File: config.mk
export PLATFORM = sky130hd
export DESIGN_NAME = pixel_unpack_to_argb32
export DESIGN_NICKNAME = d
export VERILOG_FILES = /design/src/hw/rtl/pxu_pkg.sv /design/src/hw/rtl/pxu_front.sv /design/src/hw/rtl/pxu_queue.sv /design/src/hw/rtl/pxu_back.sv /design/src/hw/rtl/pixel_unpack_to_argb32.sv
export SDC_FILE = /design/constraint.sdc
export NUM_CORES = 1
export LEC_CHECK = 0
export ABC_CLOCK_PERIOD_IN_PS = 7700
export BUFFER_PORTS_ARGS = -buffer_cell sky130_fd_sc_hd__buf_2
export CAP_MARGIN = 20
export CELL_PAD_IN_SITES_DETAIL_PLACEMENT = 0
export CELL_PAD_IN_SITES_GLOBAL_PLACEMENT = 1
export CORE_AREA = 4 4 179 312
export CTS_CLUSTER_DIAMETER = 80
export DETAILED_ROUTE_END_ITERATION = 8
export DIE_AREA = 0 0 183 316
export PLACE_DENSITY = 0.58
export SYNTH_ARGS = -nofsm -noshare
export SYNTH_HDL_FRONTEND = slang
export SYNTH_HIERARCHICAL = 1
export SYNTH_SLANG_ARGS = --single-unit
export TNS_END_PERCENT = 30
File: constraint.sdc
create_clock -name clock -period 7.7 [get_ports clock]
set_input_delay 1.155 -clock clock [delete_from_list [all_inputs] [get_ports clock]]
set_output_delay 1.155 -clock clock [all_outputs]
set_load 0.01 [all_outputs]
File: src/hw/rtl/pxu_pkg.sv
// ----------------------------------------------------------------------------
// pxu_pkg
// shared types and constants of the pixel unpacker
// ----------------------------------------------------------------------------
package pxu_pkg;

   localparam int BYTE_W     = 8;
   localparam int COLOR_W    = 32;
   localparam int POS_W      = 12;
   localparam int FMT_W      = 4;
   localparam int DIM_W      = 13;
   localparam int CSR_IDX_W  = 2;
   localparam int CSR_DATA_W = 13;
   localparam int BPP_W      = 3;
   localparam int QUEUE_DEPTH = 4;
   localparam int QPTR_W      = 2;
   localparam int QCNT_W      = 3;

   localparam logic [BYTE_W-1:0] ALPHA_OPAQUE = 8'hFF;

   typedef enum logic [FMT_W-1:0] {
      FMT_GREY       = 4'd0,
      FMT_GREY_ALPHA = 4'd1,
      FMT_RGB555     = 4'd2,
      FMT_RGB565     = 4'd3,
      FMT_RGB24      = 4'd4,
      FMT_BGR24      = 4'd5,
      FMT_RGB32      = 4'd6,
      FMT_ARGB       = 4'd7,
      FMT_RGBA       = 4'd8
   } fmt_type;

   typedef enum logic [CSR_IDX_W-1:0] {
      CSR_FORMAT = 2'd0,
      CSR_WIDTH  = 2'd1,
      CSR_HEIGHT = 2'd2
   } csr_index_type;

   typedef struct packed {
      logic [FMT_W-1:0] fmt;
      logic [DIM_W-1:0] width;
      logic [DIM_W-1:0] height;
   } cfg_type;

   // one gathered pixel on its way from front to back
   typedef struct packed {
      logic [COLOR_W-1:0] bytes;
      logic [FMT_W-1:0]   fmt;
      logic [POS_W-1:0]   column;
      logic [POS_W-1:0]   row;
      logic               frame_end;
   } pix_rec_type;

   function automatic logic [BPP_W-1:0] bytes_per_pixel(input logic [FMT_W-1:0] fmt);
      logic [BPP_W-1:0] bpp;
      unique case (fmt)
         FMT_GREY:                             bpp = 3'd1;
         FMT_GREY_ALPHA, FMT_RGB555, FMT_RGB565: bpp = 3'd2;
         FMT_RGB24, FMT_BGR24:                 bpp = 3'd3;
         FMT_RGB32, FMT_ARGB, FMT_RGBA:        bpp = 3'd4;
         default:                              bpp = 3'd0;
      endcase
      return bpp;
   endfunction

endpackage

File: src/hw/rtl/pxu_front.sv
// ----------------------------------------------------------------------------
// pxu_front
// gathers source bytes into pixels and tracks the raster position
// ----------------------------------------------------------------------------
module pxu_front import pxu_pkg::*; #(
   parameter int MAX_DIM = 4096
) (
   input  logic              clock,
   input  logic              reset,
   input  logic              accept,
   input  logic [BYTE_W-1:0] data_byte,
   input  cfg_type           cfg,
   output logic              rec_push,
   output pix_rec_type       rec
);

   localparam int CNT_W = (MAX_DIM > 2) ? $clog2(MAX_DIM) : 1;
   localparam int CMP_W = (CNT_W + 1 > DIM_W) ? CNT_W + 1 : DIM_W;
   localparam logic [CMP_W-1:0] MAX_LIM = CMP_W'(MAX_DIM);

   logic [1:0]         idx_ff, idx_in;
   logic [23:0]        held_ff, held_in;
   logic [CNT_W-1:0]   col_ff, col_in;
   logic [CNT_W-1:0]   row_ff, row_in;

   logic [BPP_W-1:0]   bpp;
   logic               known;
   logic               complete;
   logic [CMP_W-1:0]   w_lim, h_lim, w_raw, h_raw;
   logic               last_col, last_row;

   assign bpp      = bytes_per_pixel(cfg.fmt);
   assign known    = (bpp != '0);
   assign complete = known && ((BPP_W'(idx_ff) + 3'd1) >= bpp);

   // zero acts as one, oversize acts as the maximum
   assign w_raw = CMP_W'(cfg.width);
   assign h_raw = CMP_W'(cfg.height);
   assign w_lim = (w_raw == '0) ? CMP_W'(1) : ((w_raw > MAX_LIM) ? MAX_LIM : w_raw);
   assign h_lim = (h_raw == '0) ? CMP_W'(1) : ((h_raw > MAX_LIM) ? MAX_LIM : h_raw);

   assign last_col = (CMP_W'(col_ff) + CMP_W'(1)) >= w_lim;
   assign last_row = (CMP_W'(row_ff) + CMP_W'(1)) >= h_lim;

   always_comb begin
      idx_in  = idx_ff;
      held_in = held_ff;
      col_in  = col_ff;
      row_in  = row_ff;
      if (accept && known) begin
         if (complete) begin
            idx_in = 2'd0;
            if (last_col) begin
               col_in = '0;
               row_in = last_row ? '0 : row_ff + CNT_W'(1);
            end else begin
               col_in = col_ff + CNT_W'(1);
            end
         end else begin
            idx_in = idx_ff + 2'd1;
            unique case (idx_ff)
               2'd0:    held_in[7:0]   = data_byte;
               2'd1:    held_in[15:8]  = data_byte;
               2'd2:    held_in[23:16] = data_byte;
               default: held_in        = held_ff;
            endcase
         end
      end
   end

   // incoming byte replaces the held byte at the last position of the pixel
   always_comb begin
      rec.bytes[31:24] = (bpp == 3'd4) ? data_byte : '0;
      rec.bytes[23:16] = (bpp == 3'd3) ? data_byte : held_ff[23:16];
      rec.bytes[15:8]  = (bpp == 3'd2) ? data_byte : held_ff[15:8];
      rec.bytes[7:0]   = (bpp == 3'd1) ? data_byte : held_ff[7:0];
      rec.fmt          = cfg.fmt;
      rec.column       = POS_W'(col_ff);
      rec.row          = POS_W'(row_ff);
      rec.frame_end    = last_col && last_row;
   end

   assign rec_push = accept && complete;

   always_ff @(posedge clock) begin
      if (reset) begin
         idx_ff  <= '0;
         held_ff <= '0;
         col_ff  <= '0;
         row_ff  <= '0;
      end else begin
         idx_ff  <= idx_in;
         held_ff <= held_in;
         col_ff  <= col_in;
         row_ff  <= row_in;
      end
   end

endmodule

File: src/hw/rtl/pxu_queue.sv
// ----------------------------------------------------------------------------
// pxu_queue
// short pixel queue between the gathering front and the converting back
// ----------------------------------------------------------------------------
module pxu_queue import pxu_pkg::*; (
   input  logic        clock,
   input  logic        reset,
   input  logic        push,
   input  pix_rec_type push_rec,
   input  logic        pop,
   output pix_rec_type pop_rec,
   output logic        not_empty,
   output logic        full
);

   pix_rec_type         mem [QUEUE_DEPTH];
   logic [QPTR_W-1:0]   wr_ptr_ff, wr_ptr_in;
   logic [QPTR_W-1:0]   rd_ptr_ff, rd_ptr_in;
   logic [QCNT_W-1:0]   count_ff, count_in;
   logic                do_push, do_pop;

   assign full      = (count_ff == QCNT_W'(QUEUE_DEPTH));
   assign not_empty = (count_ff != '0);
   assign do_push   = push && !full;
   assign do_pop    = pop && not_empty;
   assign pop_rec   = mem[rd_ptr_ff];

   always_comb begin
      wr_ptr_in = do_push ? wr_ptr_ff + QPTR_W'(1) : wr_ptr_ff;
      rd_ptr_in = do_pop  ? rd_ptr_ff + QPTR_W'(1) : rd_ptr_ff;
      count_in  = count_ff + QCNT_W'(do_push) - QCNT_W'(do_pop);
   end

   always_ff @(posedge clock) begin
      if (do_push) begin
         mem[wr_ptr_ff] <= push_rec;
      end
   end

   always_ff @(posedge clock) begin
      if (reset) begin
         wr_ptr_ff <= '0;
         rd_ptr_ff <= '0;
         count_ff  <= '0;
      end else begin
         wr_ptr_ff <= wr_ptr_in;
         rd_ptr_ff <= rd_ptr_in;
         count_ff  <= count_in;
      end
   end

endmodule

File: src/hw/rtl/pxu_back.sv
// ----------------------------------------------------------------------------
// pxu_back
// converts queued pixels to argb and holds the result for the consumer
// ----------------------------------------------------------------------------
module pxu_back import pxu_pkg::*; (
   input  logic               clock,
   input  logic               reset,
   input  pix_rec_type        rec,
   input  logic               rec_valid,
   output logic               rec_pop,
   input  logic               out_pop,
   output logic               out_valid,
   output logic [COLOR_W-1:0] argb_color,
   output logic [POS_W-1:0]   column,
   output logic [POS_W-1:0]   row,
   output logic               frame_end
);

   logic               valid_ff, valid_in;
   logic [COLOR_W-1:0] color_ff, color_in;
   logic [POS_W-1:0]   column_ff, row_ff;
   logic               frame_end_ff;
   logic               load;
   logic [7:0]         p0, p1, p2, p3;
   logic [15:0]        w16;

   assign p0  = rec.bytes[7:0];
   assign p1  = rec.bytes[15:8];
   assign p2  = rec.bytes[23:16];
   assign p3  = rec.bytes[31:24];
   assign w16 = {p1, p0};

   always_comb begin
      unique case (rec.fmt)
         FMT_GREY:       color_in = {ALPHA_OPAQUE, p0, p0, p0};
         FMT_GREY_ALPHA: color_in = {p1, p0, p0, p0};
         FMT_RGB555:     color_in = {ALPHA_OPAQUE, w16[14:10], 3'b000,
                                     w16[9:5], 3'b000, w16[4:0], 3'b000};
         FMT_RGB565:     color_in = {ALPHA_OPAQUE, w16[15:11], 3'b000,
                                     w16[10:5], 2'b00, w16[4:0], 3'b000};
         FMT_RGB24:      color_in = {ALPHA_OPAQUE, p0, p1, p2};
         FMT_BGR24:      color_in = {ALPHA_OPAQUE, p2, p1, p0};
         FMT_RGB32:      color_in = {ALPHA_OPAQUE, p2, p1, p0};
         FMT_ARGB:       color_in = {p3, p2, p1, p0};
         default:        color_in = {p3, p0, p1, p2};
      endcase
   end

   // refill the output register when it is empty or being taken
   assign load     = rec_valid && (!valid_ff || out_pop);
   assign rec_pop  = load;
   assign valid_in = load || (valid_ff && !out_pop);

   always_ff @(posedge clock) begin
      if (reset) begin
         valid_ff <= 1'b0;
      end else begin
         valid_ff <= valid_in;
      end
   end

   always_ff @(posedge clock) begin
      if (load) begin
         color_ff     <= color_in;
         column_ff    <= rec.column;
         row_ff       <= rec.row;
         frame_end_ff <= rec.frame_end;
      end
   end

   assign out_valid  = valid_ff;
   assign argb_color = color_ff;
   assign column     = column_ff;
   assign row        = row_ff;
   assign frame_end  = frame_end_ff;

endmodule

File: src/hw/rtl/pixel_unpack_to_argb32.sv
// ----------------------------------------------------------------------------
// pixel_unpack_to_argb32
// packed raster byte stream to 32-bit argb pixels with position
// ----------------------------------------------------------------------------
// One source byte is taken per request, and a byte can be pushed every clock
// cycle while req_full is low. Depending on the format one to four bytes make
// a pixel (grey, grey+alpha, rgb555, rgb565 little endian, rgb24, bgr24,
// rgb32, argb stored as b,g,r,a, rgba); the completed pixel comes out as argb
// (alpha in 31:24) with its column, row and a frame_end flag on the frame's
// last pixel, after which the position wraps to the origin. The front gathers
// bytes and counts position, a four-entry queue decouples it from the back,
// and the back converts and holds the result in an output register; after
// its last byte a pixel enters the queue and then that output register.
// req_full rises only when the queue is full, so a stalled consumer backs up
// the input after five pixels, four in the queue, one in the output register.
// Format codes above rgba make the block swallow bytes without a result.
// Dimension registers of zero act as one and values above MAX_DIM act as
// MAX_DIM. Registers are written through the csr channel, which is always
// ready; write them only while no pixel is in flight.
// ----------------------------------------------------------------------------
module pixel_unpack_to_argb32 import pxu_pkg::*; #(
   parameter int MAX_DIM = 4096
) (
   input  logic                  clock,
   input  logic                  reset,
   // byte input
   input  logic                  req_push,
   output logic                  req_full,
   input  logic [BYTE_W-1:0]     req_data_byte,
   // pixel output
   output logic                  rsp_empty,
   input  logic                  rsp_pop,
   output logic [COLOR_W-1:0]    rsp_argb_color,
   output logic [POS_W-1:0]      rsp_column,
   output logic [POS_W-1:0]      rsp_row,
   output logic                  rsp_frame_end,
   // register writes
   input  logic                  csr_valid,
   output logic                  csr_ready,
   input  logic [CSR_IDX_W-1:0]  csr_index,
   input  logic [CSR_DATA_W-1:0] csr_data
);

   // configuration registers
   cfg_type     cfg_ff, cfg_in;

   logic        accept;
   logic        rec_push;
   pix_rec_type front_rec;
   pix_rec_type queue_rec;
   logic        queue_not_empty;
   logic        queue_full;
   logic        queue_pop;
   logic        out_valid;

   assign csr_ready = 1'b1;

   // register file, writes to unused indexes are dropped
   always_comb begin
      cfg_in = cfg_ff;
      if (csr_valid) begin
         unique case (csr_index)
            CSR_FORMAT: cfg_in.fmt    = csr_data[FMT_W-1:0];
            CSR_WIDTH:  cfg_in.width  = csr_data[DIM_W-1:0];
            CSR_HEIGHT: cfg_in.height = csr_data[DIM_W-1:0];
            default:    cfg_in        = cfg_ff;
         endcase
      end
   end

   always_ff @(posedge clock) begin
      if (reset) begin
         cfg_ff.fmt    <= FMT_GREY;
         cfg_ff.width  <= DIM_W'(1);
         cfg_ff.height <= DIM_W'(1);
      end else begin
         cfg_ff <= cfg_in;
      end
   end

   // full is the queue being full, independent of the byte's role
   assign req_full = queue_full;
   assign accept   = req_push && !queue_full;

   // front: byte gathering and position counting
   pxu_front #(
      .MAX_DIM (MAX_DIM)
   ) u_front (
      .clock     (clock),
      .reset     (reset),
      .accept    (accept),
      .data_byte (req_data_byte),
      .cfg       (cfg_ff),
      .rec_push  (rec_push),
      .rec       (front_rec)
   );

   // decoupling queue
   pxu_queue u_queue (
      .clock     (clock),
      .reset     (reset),
      .push      (rec_push),
      .push_rec  (front_rec),
      .pop       (queue_pop),
      .pop_rec   (queue_rec),
      .not_empty (queue_not_empty),
      .full      (queue_full)
   );

   // back: conversion and output register
   pxu_back u_back (
      .clock      (clock),
      .reset      (reset),
      .rec        (queue_rec),
      .rec_valid  (queue_not_empty),
      .rec_pop    (queue_pop),
      .out_pop    (rsp_pop),
      .out_valid  (out_valid),
      .argb_color (rsp_argb_color),
      .column     (rsp_column),
      .row        (rsp_row),
      .frame_end  (rsp_frame_end)
   );

   assign rsp_empty = !out_valid;

endmodule
Yosys cells after proc, flatten, opt, wreduce, memory -nomap -nowiden
Memory sizes are Yosys's and may differ from the RTL's. A register that Yosys moved wholly into a read port is not among the register bits.
Index checks and enable logic that the tools add are counted.
{"block": "word_totals", "romBits": 48, "memories": 2, "in_bits": 28, "regBits": 145, "elab_cells": 99, "output_inout_bits": 60, "ramBits": 244}
{"name": "u_queue.mem", "depth": 4, "word_bits": 61, "read_ports": 1, "rd_ports_with_merged_regs": 1, "write_ports": 1, "line_no": "pxu_queue.sv:16", "source": "pix_rec_type mem [QUEUE_DEPTH];"}
{"name": "(name not given)", "depth": 16, "word_bits": 3, "read_ports": 1, "rd_ports_with_merged_regs": 1, "write_ports": 0, "line_no": "pxu_pkg.sv:56", "source": "unique case (fmt)"}
{"block": "op_classes", "eq_ne": 16, "reduce_logical": 30, "n_bitwise": 1, "mux": 18, "addsub": 10, "magnitude_cmp": 5}
{"operator": "$pmux W32 S7", "n": 1}
{"operator": "$mux W13", "n": 4}
{"operator": "$mux W8", "n": 4}
{"operator": "$add A12 B1 Y13 const B", "n": 2}
{"operator": "$ge A13 B13 Y1", "n": 2}
{"operator": "$gt A13 B13 Y1 const B", "n": 2}
{"operator": "$logic_not A13 Y1", "n": 2}
{"operator": "$add A12 B1 Y12 const B", "n": 2}
{"operator": "$mux W12", "n": 2}
{"operator": "$eq A4 B3 Y1 const B", "n": 4}
{"operator": "$reduce_and A3 Y1", "n": 4}
{"operator": "$logic_and A1 B1 Y1", "n": 9}
{"operator": "$eq A4 B2 Y1 const B", "n": 2}
{"operator": "$mux W4", "n": 2}
{"operator": "$reduce_and A2 Y1", "n": 4}
{"operator": "$add A2 B1 Y2 const B", "n": 3}
{"operator": "$eq A3 B2 Y1 const B", "n": 2}
{"operator": "$eq A3 B3 Y1 const B", "n": 2}
{"operator": "$mux W2", "n": 3}
{"operator": "$reduce_bool A3 Y1", "n": 2}
{"operator": "$eq A2 B1 Y1 const B", "n": 2}
{"operator": "$eq A2 B2 Y1 const B", "n": 2}
{"operator": "$eq A4 B1 Y1 const B", "n": 1}
{"operator": "$logic_not A2 Y1", "n": 2}
{"operator": "11 further kinds", "n": 15}

Longest topological paths before layout
{"block": "logic_depth", "ltp_word": 7, "mapped_depth": 21, "mapped_depth_nobuf": 19}

Hierarchy
The synthesis kept the hierarchy.
{"module": "pxu_queue", "n_inst": 1, "seq_area_each_um2": 7507.2, "area_each_um2": 9337.7, "cells_each": 368}
{"module": "pxu_front", "n_inst": 1, "seq_area_each_um2": 1001.0, "area_each_um2": 3677.3, "cells_each": 460}
{"module": "pxu_back", "n_inst": 1, "seq_area_each_um2": 1731.7, "area_each_um2": 2631.3, "cells_each": 186}
{"module": "pixel_unpack_to_argb32", "n_inst": 1, "seq_area_each_um2": 600.6, "area_each_um2": 1266.2, "cells_each": 121}

Worst setup path after synthesis
Ideal clock, no wire load.
{"block": "synth_timing", "kind": "input to register", "start": "input rsp_pop", "end": "register u_queue.count_ff[2]", "t_required_ns": 7.622, "setup_time_ns": 0.078, "t_arrival_ns": 7.219, "path_slack_ns": 0.403, "path_buffers": 0, "stages": 11, "path_cell_list": "inv_1 > a21boi_0 > o31a_1 > ha_1 > inv_1 > ha_1 > inv_1 > fa_1 > xor2_1 > and2_1 > nor3_1"}
{"block": "synth_via", "elab_chain_len": 4}
{"element": "from (decl)", "line_no": "pixel_unpack_to_argb32.sv:32", "source": "input logic rsp_pop,"}
{"element": "$logic_or A1 B1 Y1", "line_no": "pxu_back.sv:50", "source": "assign load = rec_valid && (!valid_ff || out_pop);"}
{"element": "$logic_and A1 B1 Y1", "line_no": "pxu_back.sv:50"}
{"element": "named net queue_pop", "line_no": "pixel_unpack_to_argb32.sv:53", "source": "logic queue_pop;"}
{"element": "$logic_and A1 B1 Y1", "line_no": "pxu_queue.sv:25", "source": "assign do_pop = pop && not_empty;"}
{"element": "named net u_queue.do_pop", "line_no": "pxu_queue.sv:20", "source": "logic do_push, do_pop;"}
{"element": "$sub A3 B1 Y3", "line_no": "pxu_queue.sv:31", "source": "count_in = count_ff + QCNT_W'(do_push) - QCNT_W'(do_pop);"}
{"element": "to (signal assigned)", "line_no": "pxu_queue.sv:48", "source": "count_ff <= count_in;"}
{"element": "to (decl)", "line_no": "pxu_queue.sv:19", "source": "logic [QCNT_W-1:0] count_ff, count_in;"}
The timed path passes the listed nets, and every way through them passes these cells.
A chain may end at the register's enable or synchronous reset.

==> key figures <==
Final layout
  – Post-route cell area: 19,300 um2
  – Commonest cells after routing, fill and taps aside: edfxtp_1 (301), dfxtp_1 (88), buf_2 (86)
  – Diode count: 0
  – Leading cell type in the layout, fill and taps excluded: edfxtp_1
  – Area of the multi-input gates: 5510 um2
  – Fillcell total: 5,099
  – Register area: 10,800 um2
  – Area growth syn-to-layout: 13.8%
  – Fraction of layout cells with a size suffix above 1: 22.4%
  – Nets: 1,281

STA
  – Setup violators final: 0
  – Rel. slew slack: 29.4%
  – Final setup TNS: 0 ps
  – Period utilisation layout: 61.6%
  – Worst Setup Slack, final: 2960 ps
  – Final Hold Vio Count: 0
  – RSZ-0062 raised after global routing: false
  – Count of final max-slew check failures: 0
  – Achievable Freq: 211 MHz
  – Hold Worst Slack: 452 ps
  – Tmin final: 4740 ps
  – Clock Skew: 23.7 ps
  – Measured slew at the worst slew-check pin: 1060 ps

Worst setup path
  – CP top delay family: simple AND/OR/NAND/NOR gates
  – Worst r2r path cells: 12
  – Worst Path Required: 7860 ps
  – CP peak stage delay: 640 ps
  – CP Cell Sequence: nor3_2, a22o_1, inv_1, ha_1, a21oi_1, nand2b_1, inv_1, buf_4, inv_1, nor2_1, and2_2, buf_4
  – Startpoint types: flip-flop
  – Worst path slowest cell: buf_4
  – Worst EP arrival: 4900 ps
  – Worst reg2reg setup slack: 2960 ps
  – Bufs and invs on worst path: 5
  – Most common cell on crit path: inv_1
  – CP Capture Type: flip-flop
  – Critical setup path kind: flip-flop to flip-flop
  – R2r startpoint: cfg_ff[27]$_SDFFE_PP0P_
  – Reg2reg end: u_queue/mem[2][3]$_DFFE_PP_
  – Crit path max fanout: 44

Synth
  – Post-synth EDFFs: 301
  – Register area share after synthesis: 64.1%
  – Mean post-synth cell area: 14.9 um2
  – Yosys top cell area share: 53.4%
  – Yosys warns: 6
  – Top_reg_cell synth: edfxtp_1
  – FFs w/ async S/R, synth: 0%
  – Distinct cell type count after synthesis: 74
  – Synth Register Bits: 391
  – Mapped Area: 16,900 um2
  – Net Count, Synth: 1,205
  – Area leader, netlist: edfxtp_1
  – Syn Inst Count: 1,135
  – Synth area leaders: edfxtp_1 (53%), dfxtp_1 (11%), mux4_2 (8.0%)

Die
  – Core Rows: 112
  – Die height: 316 um
  – Starting density of the core: 31.8%
  – Io pins: 88
  – Die W: 183 um
  – Full die area: 57,800 um2
  – Core Region: 53,300 um2

Placement
  – Setup WS pre-CTS: 2660 ps
  – # port buffers: 86
  – Post-DP HPWL: 26.6 mm
  – Final GP Congestion: 0.768
  – Area after DPL: 17,900 um2

Routing
  – WL/cell: 20.2 um
  – Drt via density: 4.92
  – DRT Pass-1 Iters: 5
  – Initial DRC Count: 366
  – # DRC: 0
  – Vias: 9,476
  – DRT antenna net count: 0
  – Total wire length: 38.9 mm

Global route
  – Largest net degree at the start of global routing: 77
  – First-pass GRT wire length: 59.7 mm
  – GR Overflow Total: 0
  – Initial antenna violation count: 0
  – Total GRT Usage: 13.3%
  – Number of global-route vias before repair: 9,903

CTS
  – CTS tree: yes
  – Clock sinks: 391
  – H-tree Lvls: 2
  – Clock Path Buffers: 3
  – Num CTS Buffers: 40
  – Cts repair resizes: 0
  – Clk pin slew, worst setup/hold paths: 60 ps
  – Later-pin clock latency in the skew report: 540 ps
  – Cts hold-fix bufs: 0
  – Post-CTS setup buffer count: 0
  – Root Driver: clkbuf_16

Power and ir drop
  – IR drop worst, VDD: 0.134 mV
  – Static Leakage: 6.65 nW
  – Total power: 6.56 mW
  – Power Dens Cells: 341 nW/um2

Worst hold path
  – HP Class: flip-flop to flip-flop
  – Hold depth: 2
  – Hold EP: u_front/held_ff[4]$_SDFFE_PP0P_
  – Hold Startpoint: u_front/held_ff[4]$_SDFFE_PP0P_

Run
  – Maxcap violations: 0

Outcome
  – Status: finished clean
-- per-stage QoR --
step | cells | util [%]
after floorplan | 1135 | -
after global placement | 1853 | 33.5
after detailed placement | 1853 | 33.5
after CTS | 1927 | 36.2
after global routing | 1927 | 36.2
final | 1927 | 36.2
-- logic make-up (layout without fill, tap and decap cells) --
| family | count (synthesis) | count (layout) | share of synthesized area, % |
|---|---|---|---|
| flops | 391 | 391 | 64.1 |
| simple gates | 293 | 293 | 9.43 |
| compound gates | 168 | 168 | 6.69 |
| mux | 122 | 122 | 12.0 |
| buf+inv | 95 | 203 | 3.41 |
| fa+ha+maj | 42 | 42 | 3.15 |
| xor+xnor | 23 | 23 | 1.24 |
| other cells | 1 | 1 | 0.0222 |
-- layout make-up --
cell class	instances	share of cell area, %
Sequential cell	391	56.3
Multi-Input combinational cell	649	28.6
Clock buffer	49	5.76
Tap cell	684	4.45
Timing Repair Buffer	101	2.82
Clock inverter	25	1.48
Inverter	28	0.546
-- flip-flops by register name (all words and copies together) (netlist names), named ones only --
signal / cells
u_queue/count_ff: 3
u_front/idx_ff: 2
u_back/argb_color: 32
u_back/row: 12
u_front/row_ff: 12
u_back/frame_end: 1
u_queue/rd_ptr_ff: 2
u_queue/wr_ptr_ff: 2
u_front/held_ff: 24
u_back/column: 12
u_queue/mem: 244
u_back/out_valid: 1
cfg_ff: 30
u_front/col_ff: 12
-- synthesized netlist by cell type, drive strengths merged, types with 7 or more instances --
library cell and number:
edfxtp 301, o22ai 8, nor3 10, a31oi 9, a22o 7, nor2 21
o21ai 18, mux2i 32, a32oi 10, nand3 51, or3 8, and3 10
a211oi 12, buf 43, dfxtp 90, clkbuf 24, mux4 61, o32ai 8
nand2b 45, nor2b 20, mux2 29, inv 28, ha 41, nand4 9
a21oi 67, and2 14, xnor2 15, xor2 8, nand2 82
-- power by group --
part           internal [mW]  total (mW)  switching, mW
logic                  0.644        1.67           1.03
registers               2.74        2.86          0.118
clock network           1.21        2.03          0.820
total                   4.59        6.56           1.97
-- worst reg2reg max path, stage by stage (launching register included) --
cell and delay, ps:
dfxtp_1 430, nor3_2 320, a22o_1 410, inv_1 90, ha_1 340, a21oi_1 90, nand2b_1 630, inv_1 190
buf_4 240, inv_1 90, nor2_1 300, and2_2 540, buf_4 650
-- metal layers --
layer	share of wire, %	GRT usage [%]	wire (um)
met1	38	14.8	14700
met2	55	25.6	21600
met3	3.5	1.81	1350
met4	3.3	4.90	1270
met5	0	0	0
-- worst max path at each step --
stage / to / start / depth (start not counted)
2_1_floorplan: u_queue/count_ff[2]$_SDFF_PP0_ / rsp_pop / 11
3_3_place_gp: u_queue/mem[2][60]$_DFFE_PP_ / req_push / 11
3_5_place_dp: u_queue/mem[2][60]$_DFFE_PP_ / req_push / 11
4_1_cts: u_queue/mem[2][3]$_DFFE_PP_ / cfg_ff[27]$_SDFFE_PP0P_ / 12
5_1_grt: u_queue/mem[2][6]$_DFFE_PP_ / cfg_ff[27]$_SDFFE_PP0P_ / 12
6_report: u_queue/mem[2][3]$_DFFE_PP_ / cfg_ff[27]$_SDFFE_PP0P_ / 12
Power figures use the tool's default switching activity.
